### config.mk
export PLATFORM = sky130hd
export DESIGN_NAME = tbs_merge_flat
export DESIGN_NICKNAME = d
export VERILOG_FILES = /design/src/rtl/tbs_pkg.sv /design/src/rtl/tbs_rsp_if.sv /design/src/rtl/tbs_merge.sv /design/src/flat_wrapper.sv
export SDC_FILE = /design/constraint.sdc
export NUM_CORES = 1
export LEC_CHECK = 0
export ABC_CLOCK_PERIOD_IN_PS = 6400
export BUFFER_PORTS_ARGS = -buffer_cell sky130_fd_sc_hd__buf_4
export CORE_AREA = 5 5 69 71
export CTS_CLUSTER_SIZE = 28
export DETAILED_ROUTE_END_ITERATION = 7
export DIE_AREA = 0 0 74 76
export PLACE_DENSITY = 0.95
export SLEW_MARGIN = 10
export SYNTH_ARGS = -nofsm -noshare
export SYNTH_HDL_FRONTEND = slang
export SYNTH_SLANG_ARGS = --single-unit
export TNS_END_PERCENT = 20
### constraint.sdc
create_clock -name clock -period 6.4 [get_ports clock]
set_input_delay 1.6 -clock clock [delete_from_list [all_inputs] [get_ports clock]]
set_output_delay 1.6 -clock clock [all_outputs]
set_load 0.01 [all_outputs]
### src/rtl/tbs_pkg.sv
// Shared widths, register codes, reset values and datapath types.
// No dependencies; the interfaces, lane, merge, top level and bench import this package.
package tbs_pkg;

   localparam int SAMPLE_W = 16;
   localparam int OFFSET_W = 9;
   localparam int Q16_W    = 17;
   localparam int LIMIT_W  = 8;
   localparam int DWELL_W  = 10;
   localparam int CSR_W    = 17;
   localparam int CSR_IDX_W = 3;

   localparam logic [Q16_W-1:0]   Q16_ONE     = 17'd65536;
   localparam logic [DWELL_W-1:0] DWELL_MAX   = 10'd1023;

   localparam logic [Q16_W-1:0]   ALPHA_RST   = 17'd19661;
   localparam logic [Q16_W-1:0]   GAIN_RST    = 17'd39322;
   localparam logic [LIMIT_W-1:0] LIM_H_RST   = 8'd185;
   localparam logic [LIMIT_W-1:0] LIM_V_RST   = 8'd231;
   localparam logic [LIMIT_W-1:0] THRESH_RST  = 8'd10;
   localparam logic [DWELL_W-1:0] DWELL_RST   = 10'd50;

   typedef enum logic [CSR_IDX_W-1:0] {
      CSR_ALPHA     = 3'd0,
      CSR_GAIN      = 3'd1,
      CSR_LIMIT_H   = 3'd2,
      CSR_LIMIT_V   = 3'd3,
      CSR_THRESHOLD = 3'd4,
      CSR_DWELL     = 3'd5
   } csr_index_type;

   // smoothing coefficients, already clamped to one
   typedef struct packed {
      logic [Q16_W-1:0] alpha;
      logic [Q16_W-1:0] one_minus_alpha;
      logic [Q16_W-1:0] gain;
   } coef_type;

   typedef struct packed {
      logic [LIMIT_W-1:0] threshold;
      logic [DWELL_W-1:0] dwell;
   } level_cfg_type;

endpackage

### src/rtl/tbs_rsp_if.sv
// Result channel: valid/ready handshake carrying offsets and level events.
// Depends on tbs_pkg for the offset width.
interface tbs_rsp_if;
   import tbs_pkg::*;

   logic                       valid;
   logic                       ready;
   logic signed [OFFSET_W-1:0] offset_horizontal;
   logic signed [OFFSET_W-1:0] offset_vertical;
   logic                       is_level;
   logic                       became_level;
   logic                       left_level;

   modport source (output valid, output offset_horizontal, output offset_vertical,
                   output is_level, output became_level, output left_level,
                   input ready);
   modport sink   (input valid, input offset_horizontal, input offset_vertical,
                   input is_level, input became_level, input left_level,
                   output ready);
endinterface

### src/rtl/tbs_merge.sv
// Combines both lane offsets: dwell counter, level flag and result register.
// Depends on tbs_pkg and tbs_rsp_if.
module tbs_merge (
   input  logic                                clock,
   input  logic                                reset,
   input  logic                                lane_done,
   input  logic signed [tbs_pkg::OFFSET_W-1:0] off_h,
   input  logic signed [tbs_pkg::OFFSET_W-1:0] off_v,
   input  tbs_pkg::level_cfg_type              level_cfg,
   output logic                                fire,
   tbs_rsp_if.source                           rsp_chan
);
   import tbs_pkg::*;

   logic                       pend_ff, pend_in;
   logic                       valid_ff, valid_in;
   logic [DWELL_W-1:0]         cnt_ff, cnt_in;
   logic                       flag_ff, flag_in;
   logic signed [OFFSET_W-1:0] oh_ff, ov_ff;
   logic                       became_ff, became_in, left_ff, left_in;

   logic [OFFSET_W-1:0] neg_h, neg_v;
   logic [LIMIT_W-1:0]  mag_h, mag_v;
   logic [DWELL_W-1:0]  cnt_inc;
   logic                lvl;

   always_comb begin
      fire  = (lane_done || pend_ff) && (!valid_ff || rsp_chan.ready);
      neg_h = -off_h;
      neg_v = -off_v;
      mag_h = off_h[OFFSET_W-1] ? neg_h[LIMIT_W-1:0] : off_h[LIMIT_W-1:0];
      mag_v = off_v[OFFSET_W-1] ? neg_v[LIMIT_W-1:0] : off_v[LIMIT_W-1:0];
      lvl   = (mag_h < level_cfg.threshold) && (mag_v < level_cfg.threshold);
      cnt_inc = (cnt_ff == DWELL_MAX) ? cnt_ff : cnt_ff + 1'b1;

      pend_in   = (lane_done || pend_ff) && !fire;
      valid_in  = fire || (valid_ff && !rsp_chan.ready);
      cnt_in    = cnt_ff;
      flag_in   = flag_ff;
      became_in = 1'b0;
      left_in   = 1'b0;
      if (lvl) begin
         cnt_in = cnt_inc;
         if (!flag_ff && cnt_inc >= level_cfg.dwell) begin
            flag_in   = 1'b1;
            became_in = 1'b1;
         end
      end else begin
         cnt_in  = '0;
         flag_in = 1'b0;
         left_in = flag_ff;
      end
   end

   always_ff @(posedge clock) begin
      if (reset) begin
         pend_ff  <= 1'b0;
         valid_ff <= 1'b0;
         cnt_ff   <= '0;
         flag_ff  <= 1'b0;
      end else begin
         pend_ff  <= pend_in;
         valid_ff <= valid_in;
         if (fire) begin
            cnt_ff  <= cnt_in;
            flag_ff <= flag_in;
         end
      end
   end

   // hold the beat until taken
   always_ff @(posedge clock) begin
      if (fire) begin
         oh_ff     <= off_h;
         ov_ff     <= off_v;
         became_ff <= became_in;
         left_ff   <= left_in;
      end
   end

   assign rsp_chan.valid             = valid_ff;
   assign rsp_chan.offset_horizontal = oh_ff;
   assign rsp_chan.offset_vertical   = ov_ff;
   assign rsp_chan.is_level          = flag_ff;
   assign rsp_chan.became_level      = became_ff;
   assign rsp_chan.left_level        = left_ff;
endmodule

### src/flat_wrapper.sv
// flat-port wrapper written by rule: the top's interface ports become plain ports
module tbs_merge_flat import tbs_pkg::*;
  (clock, reset, lane_done, off_h, off_v, level_cfg, fire, rsp_chan_valid, rsp_chan_offset_horizontal, rsp_chan_offset_vertical, rsp_chan_is_level, rsp_chan_became_level, rsp_chan_left_level, rsp_chan_ready);
  tbs_rsp_if rsp_chan_i ();
  input  logic clock;
  input  logic reset;
  input  logic lane_done;
  input  logic signed [tbs_pkg::OFFSET_W-1:0] off_h;
  input  logic signed [tbs_pkg::OFFSET_W-1:0] off_v;
  input  tbs_pkg::level_cfg_type level_cfg;
  output logic fire;
  output wire logic [$bits(rsp_chan_i.valid)-1:0] rsp_chan_valid;
  output wire logic [$bits(rsp_chan_i.offset_horizontal)-1:0] rsp_chan_offset_horizontal;
  output wire logic [$bits(rsp_chan_i.offset_vertical)-1:0] rsp_chan_offset_vertical;
  output wire logic [$bits(rsp_chan_i.is_level)-1:0] rsp_chan_is_level;
  output wire logic [$bits(rsp_chan_i.became_level)-1:0] rsp_chan_became_level;
  output wire logic [$bits(rsp_chan_i.left_level)-1:0] rsp_chan_left_level;
  input wire logic [$bits(rsp_chan_i.ready)-1:0] rsp_chan_ready;
  assign rsp_chan_valid = rsp_chan_i.valid;
  assign rsp_chan_offset_horizontal = rsp_chan_i.offset_horizontal;
  assign rsp_chan_offset_vertical = rsp_chan_i.offset_vertical;
  assign rsp_chan_is_level = rsp_chan_i.is_level;
  assign rsp_chan_became_level = rsp_chan_i.became_level;
  assign rsp_chan_left_level = rsp_chan_i.left_level;
  assign rsp_chan_i.ready = rsp_chan_ready;
  tbs_merge u_core (.clock(clock), .reset(reset), .lane_done(lane_done), .off_h(off_h), .off_v(off_v), .level_cfg(level_cfg), .fire(fire), .rsp_chan(rsp_chan_i));
endmodule
==> impl_metrics.yaml, run 1 <==
status:
  status: "finished clean"
place:
  pre_cts_ws_ps: 1750
  dpl_cell_area_sq_um: 2740
  dp.cells: 341
  hpwl_mm: 3.99
  place_congestion: 0.853
  io_buffers: 62
yosys:
  yosys_warnings: 0
  synthAdderAreaFrac: 0.153
  synth_ff_type: "edfxtp_1"
  synth_compound_area_frac: 0.120
  synth_top_area_frac: 0.271
  yosysSeqAreaShare: 0.389
  synth_fp_nets: 295
  synth_xor_area_frac: 0.0910
  synth_top_area_cell: "edfxtp_1"
  synth-simple-area-share: 0.196
  muxShareOfSynthArea: 0.0102
  ys_ff_latch: 33
  syn_avg_cell_area_sq_um: 9.71
  synthCells: 228
  synth_edf_count: 20
  synth_area_leaders: "edfxtp_1 (27%), ha_1 (15%), dfxtp_1 (12%)"
  syn_area_sq_um: 2210
  synth_top_family_by_area: "simple AND/OR/NAND/NOR gates"
  async_reset_ff_frac: 0
  ys_types: 37
global_route:
  antenna_found_initial: 0
  overflow: 0
  grt_pass1_vias: 1835
  grt_util_all_layers: 0.184
  grt_pass1_wl_mm: 8.16
  grt_max_degree: 28
clock_network:
  ctsHtreeMaxLevel: 2
  holdBufCountCts: 0
  cts_resized: 0
  post_cts_buffers: 0
  clkSinkCount: 33
  clkLatencyLatePin_ps: 290
  cts_buffers: 5
  tritoncts: "built"
  clk_pin_slew_worst_paths_ps: 60
  ctsRootBufferMaster: "clkbuf_8"
  clockBufferDepth: 2
timing:
  relSlewSlack: 0.373
  setup_viol: 0
  hold_slack_ps: 486
  tns_ps: 0
  rsz0062_at_grt: "false"
  max_slew.worst_pin.slew_ps: 939
  finalCritPeriodShare: 0.725
  layout_setup_ws_ps: 1760
  min_period_ps: 4640
  fmax_mhz: 216
  hold_viol_final: 0
  skew_ps: 10.9
  slew_viol_final: 0
floorplanning:
  initial_utilization: 0.530
  core.rowCount: 24
  core_area_sq_um: 4170
  dieArea_sq_um: 5620
  die_h_um: 76
  die_w_um: 74
  ios: 63
power:
  total_power_uw: 521
  netSwitchingFraction: 0.269
  p_comb_frac: 0.230
  power.switching_uw: 140
  ir_drop_mv: 0.121
  p_int_uw: 381
  leakagePower_nw: 1.30
  pwr-share-clk: 0.310
  p_seq_frac: 0.460
  power_density_nw_per_um2: 184
setup_path:
  cp_top_family: "buffers and inverters"
  cp_num_buf_inv: 3
  cp-start-kind: "input pin"
  slowest_delay_ps: 570
  cpMostUsedCell: "buf_4"
  end_kind: "output pin"
  crit_required_ps: 4800
  cp.arrival_ps: 3040
  crit_fanout: 27
  cp_cell_sequence: "buf_4 > o21ai_2 > inv_1 > buf_4"
  cpMaxStageDelayCell: "inv_1"
  cp.depth: 4
  reg2reg_depth: 11
  crit_type: "input pin to output pin"
hold_path:
  min_path_type: "flop to flop"
  min_path_cells: 2
route:
  dr.pass1.iters: 4
  wl_per_cell_um: 14.2
  ant_nets: 0
  drtIter0Drc: 109
  wl_mm: 4.96
  routed_via_density: 5.33
  remaining_drc_errors: 0
  dr_total_vias: 1861
layout:
  syn_to_final_growth_pct: 27.9
  mostFrequentLayoutCells: "buf_4 (62), ha_1 (27), inv_1 (23), nand2_1 (22), edfxtp_1 (20)"
  final_common_cell: "buf_4"
  drive_above_1_share: 0.269
  nNetsFinal: 363
  antenna_cells: 0
  final_cells: 349
  final_util: 0.678
  stdcell_area_sq_um: 2830
job:
  maxCapViolCount: 0
[routing by layer]
metal | GRT usage | wire length, um | up-vias
li1 | - | - | 935
met1 | 0.214 | 2020 | 860
met2 | 0.318 | 2520 | 57
met3 | 0.0475 | 353 | 9
met4 | 0.0634 | 65 | 0
met5 | 0 | 0 | -
[synth_stat cells (2+ instances only)]
| cell | count |
|---|---|
| nand2_1 | 22 |
| nor2_1 | 19 |
| inv_1 | 23 |
| o21a_1 | 2 |
| nor3_1 | 4 |
| o31ai_1 | 4 |
| a21o_1 | 3 |
| nand2b_1 | 8 |
| and4_1 | 2 |
| or3_1 | 3 |
| xnor2_1 | 19 |
| o21ai_1 | 2 |
| xor2_1 | 4 |
| nor3_2 | 2 |
| edfxtp_1 | 20 |
| nand3_1 | 4 |
| nand4_1 | 6 |
| mux2_2 | 2 |
| dfxtp_1 | 13 |
| ha_1 | 27 |
| and2_1 | 2 |
| o21ai_0 | 6 |
| a21oi_1 | 14 |
| and3_1 | 4 |
[path summary, 6_finish.rpt]
kind | startpoint | end | slack [ps]
max | lane_done | fire | 1760
min | u_core.cnt_ff[1] | u_core.cnt_ff[1] | 490
max reg2reg | u_core.cnt_ff[3] | u_core.rsp_chan.became_level | 3630
min reg2reg | u_core.cnt_ff[1] | u_core.cnt_ff[1] | 490
[flip-flops by register name, indices dropped and copies added, names as in the netlist]
name                               cells
u_core.rsp_chan.became_level           1
u_core.rsp_chan.left_level             1
u_core.rsp_chan.offset_vertical        9
u_core.rsp_chan.valid                  1
u_core.pend_ff                         1
u_core.rsp_chan.is_level               1
u_core.cnt_ff                         10
u_core.rsp_chan.offset_horizontal      9
[tightest hold or removal path, stage by stage, from the launching register on]
cell and delay (ps):
dfxtp_1 330, nand2_1 60, a21oi_1 50
[power by group through the flow]
stage / clock network, mW / logic (mW) / registers (mW)
floorplan: 0 / 0.0634 / 0.249
finish: 0.162 / 0.120 / 0.240
global placement: 0 / 0.114 / 0.244
CTS: 0.164 / 0.121 / 0.240
global route: 0.173 / 0.134 / 0.241
detailed placement: 0 / 0.120 / 0.245
[cell type report]
type	instances	area, sq um
fillers	305	1340
multi-input cells	171	1260
flip-flops and latches	33	861
repair buffers	62	465
inverters	23	86.3
clock buffers	6	82.6
well taps	52	65.1
clock inverters	2	8.76
[cells by family after synthesis]
kind of cell,after synthesis
AOI/OAI and AO/OA,38
xor gates and xnor gates,23
adders and majority gates,27
buffers and inverters,24
DFF,33
muxes,2
and+or+nand+nor,81
(Power assumes the default switching activity.)
==> run 2, diff against run 1 <==
- ABC_CLOCK_PERIOD_IN_PS: 6400 -> 4700
- CORE_AREA: 5 5 69 71 -> 5 5 72 74
- DIE_AREA: 0 0 74 76 -> 0 0 77 79
- PLACE_DENSITY: 0.95 -> 0.88
- clock period: 6.4 -> 4.7 ns (I/O delays scaled with it)
==> run 2 against run 1 <==
Critical path depth increased by 6. Critical path type is now input pin to flop. Largest cell class unchanged. Largest power group unchanged. Cell count increased by 0.86%. Global-route usage decreased by 1.2 points.
==> impl_metrics.yaml, run 2 (synthesized netlist as in run 1, its figures left out) <==
route:
  wl_mm: 5.06
  remaining_drc_errors: 0
  routed_via_density: 5.40
  wl_per_cell_um: 14.4
  dr_total_vias: 1900
  drtIter0Drc: 193
  ant_nets: 0
  dr.pass1.iters: 4
floorplanning:
  ios: 63
  die_h_um: 79
  dieArea_sq_um: 6080
  core.rowCount: 25
  core_area_sq_um: 4540
  die_w_um: 77
  initial_utilization: 0.488
layout:
  antenna_cells: 0
  final_common_cell: "buf_4"
  fillerInstances: 362
  largest_register_ffs: 10
  drive_above_1_share: 0.265
  seq_area_sq_um: 861
  syn_to_final_growth_pct: 27.8
  final_util: 0.624
  nNetsFinal: 364
  multi_input_area_sq_um: 1260
  mostFrequentLayoutCells: "buf_4 (63), ha_1 (27), inv_1 (23), nand2_1 (22), edfxtp_1 (20)"
  top_register: "u_core.cnt_ff"
  final_cells: 352
  stdcell_area_sq_um: 2830
timing:
  layout_setup_ws_ps: 1110
  skew_ps: 1.78
  hold_viol_final: 0
  rsz0062_at_grt: "false"
  min_period_ps: 3590
  max_slew.worst_pin.slew_ps: 538
  fmax_mhz: 278
  setup_viol: 0
  slew_viol_final: 0
  tns_ps: 0
  finalCritPeriodShare: 0.764
  hold_slack_ps: 501
  relSlewSlack: 0.641
power:
  power.switching_uw: 187
  pwr-share-clk: 0.296
  p_seq_frac: 0.469
  leakagePower_nw: 1.29
  netSwitchingFraction: 0.269
  power_density_nw_per_um2: 246
  total_power_uw: 697
  ir_drop_mv: 0.134
  p_int_uw: 509
  p_comb_frac: 0.235
job:
  maxCapViolCount: 0
place:
  dp.cells: 344
  hpwl_mm: 3.98
  dpl_cell_area_sq_um: 2750
  pre_cts_ws_ps: 792
  place_congestion: 0.894
  io_buffers: 62
clock_network:
  post_cts_buffers: 0
  tritoncts: "built"
  clk_pin_slew_worst_paths_ps: 60
  ctsRootBufferMaster: "clkbuf_8"
  clockBufferDepth: 2
  holdBufCountCts: 0
  cts_resized: 0
  clkLatencyLatePin_ps: 290
  cts_buffers: 5
  ctsHtreeMaxLevel: 2
  clkSinkCount: 33
setup_path:
  r2r_start: "u_core.cnt_ff[3]"
  slowest_delay_ps: 470
  cp-start-kind: "input pin"
  cp.arrival_ps: 3630
  cpMaxStageDelayCell: "or3_2"
  reg2reg_depth: 11
  crit_required_ps: 4740
  cp.depth: 10
  cp_num_buf_inv: 1
  worstSetupStartpoint: "off_h[1]"
  cp_cell_sequence: "buf_4 > or3_2 > or3_1 > o31ai_1 > xnor2_1 > ha_1 > a211oi_1 > nand3_1 > nor4_4 > and2b_2"
  crit_type: "input pin to flop"
  cp_top_family: "simple AND/OR/NAND/NOR gates"
  r2r_setup_slack_ps: 1810
  endpoint: "u_core.rsp_chan.left_level"
  r2r_end: "u_core.rsp_chan.became_level"
  crit_fanout: 5
  end_kind: "flop"
global_route:
  grt_pass1_vias: 1913
  antenna_found_initial: 0
  grt_pass1_wl_mm: 8.38
  overflow: 0
  grt_max_degree: 27
  grt_util_all_layers: 0.172
status:
  status: "finished clean"
hold_path:
  min_path_type: "flop to flop"
[run 2: changes by cell type in the layout (fill, tap and decap cells not counted)]
cell / change
buf_4: +1
clkinv_1: -1
clkinv_2: -1
clkbuf_1: +3
clkbuf_8: -1
[run 2: worst reg2reg max path, stage by stage (launching register included)]
cell	delay, ps
dfxtp_1	450
and3_1	300
nand4_1	280
nand2_1	290
xnor2_1	150
ha_1	270
a21o_1	190
a21oi_1	120
o21ai_0	160
a21o_1	190
a21oi_1	180
nor3b_1	70
[run 2: layout make-up]
| class | count | area share |
|---|---|---|
| sequential | 33 | 0.304 |
| tap | 54 | 0.0239 |
| timing repair buffer | 63 | 0.167 |
| inverter | 23 | 0.0305 |
| clock buffer | 8 | 0.0283 |
| multi-input combinational | 171 | 0.446 |
[run 2: worst min-delay path by stage]
stage | startpoint | end | depth (start not counted)
4_1_cts | u_core.cnt_ff[1] | u_core.cnt_ff[1] | 2
3_3_place_gp | u_core.cnt_ff[1] | u_core.cnt_ff[1] | 2
6_report | u_core.cnt_ff[1] | u_core.cnt_ff[1] | 2
5_1_grt | u_core.cnt_ff[1] | u_core.cnt_ff[1] | 2
2_1_floorplan | u_core.cnt_ff[1] | u_core.cnt_ff[1] | 2
3_5_place_dp | u_core.cnt_ff[1] | u_core.cnt_ff[1] | 2
[run 2: layer usage]
metal	GRT usage	wire length (um)
met5	0	0
met4	0.101	204
met3	0.0408	270
met2	0.282	2510
met1	0.205	2080
[run 2: power by group through the flow]
stage               Clock, mW  Combinational, mW  Sequential (mW)
finish                  0.206              0.164            0.327
global route            0.226              0.184            0.328
CTS                     0.212              0.166            0.327
detailed placement          0              0.163            0.333
global placement            0              0.157            0.332
floorplan                   0             0.0863            0.339
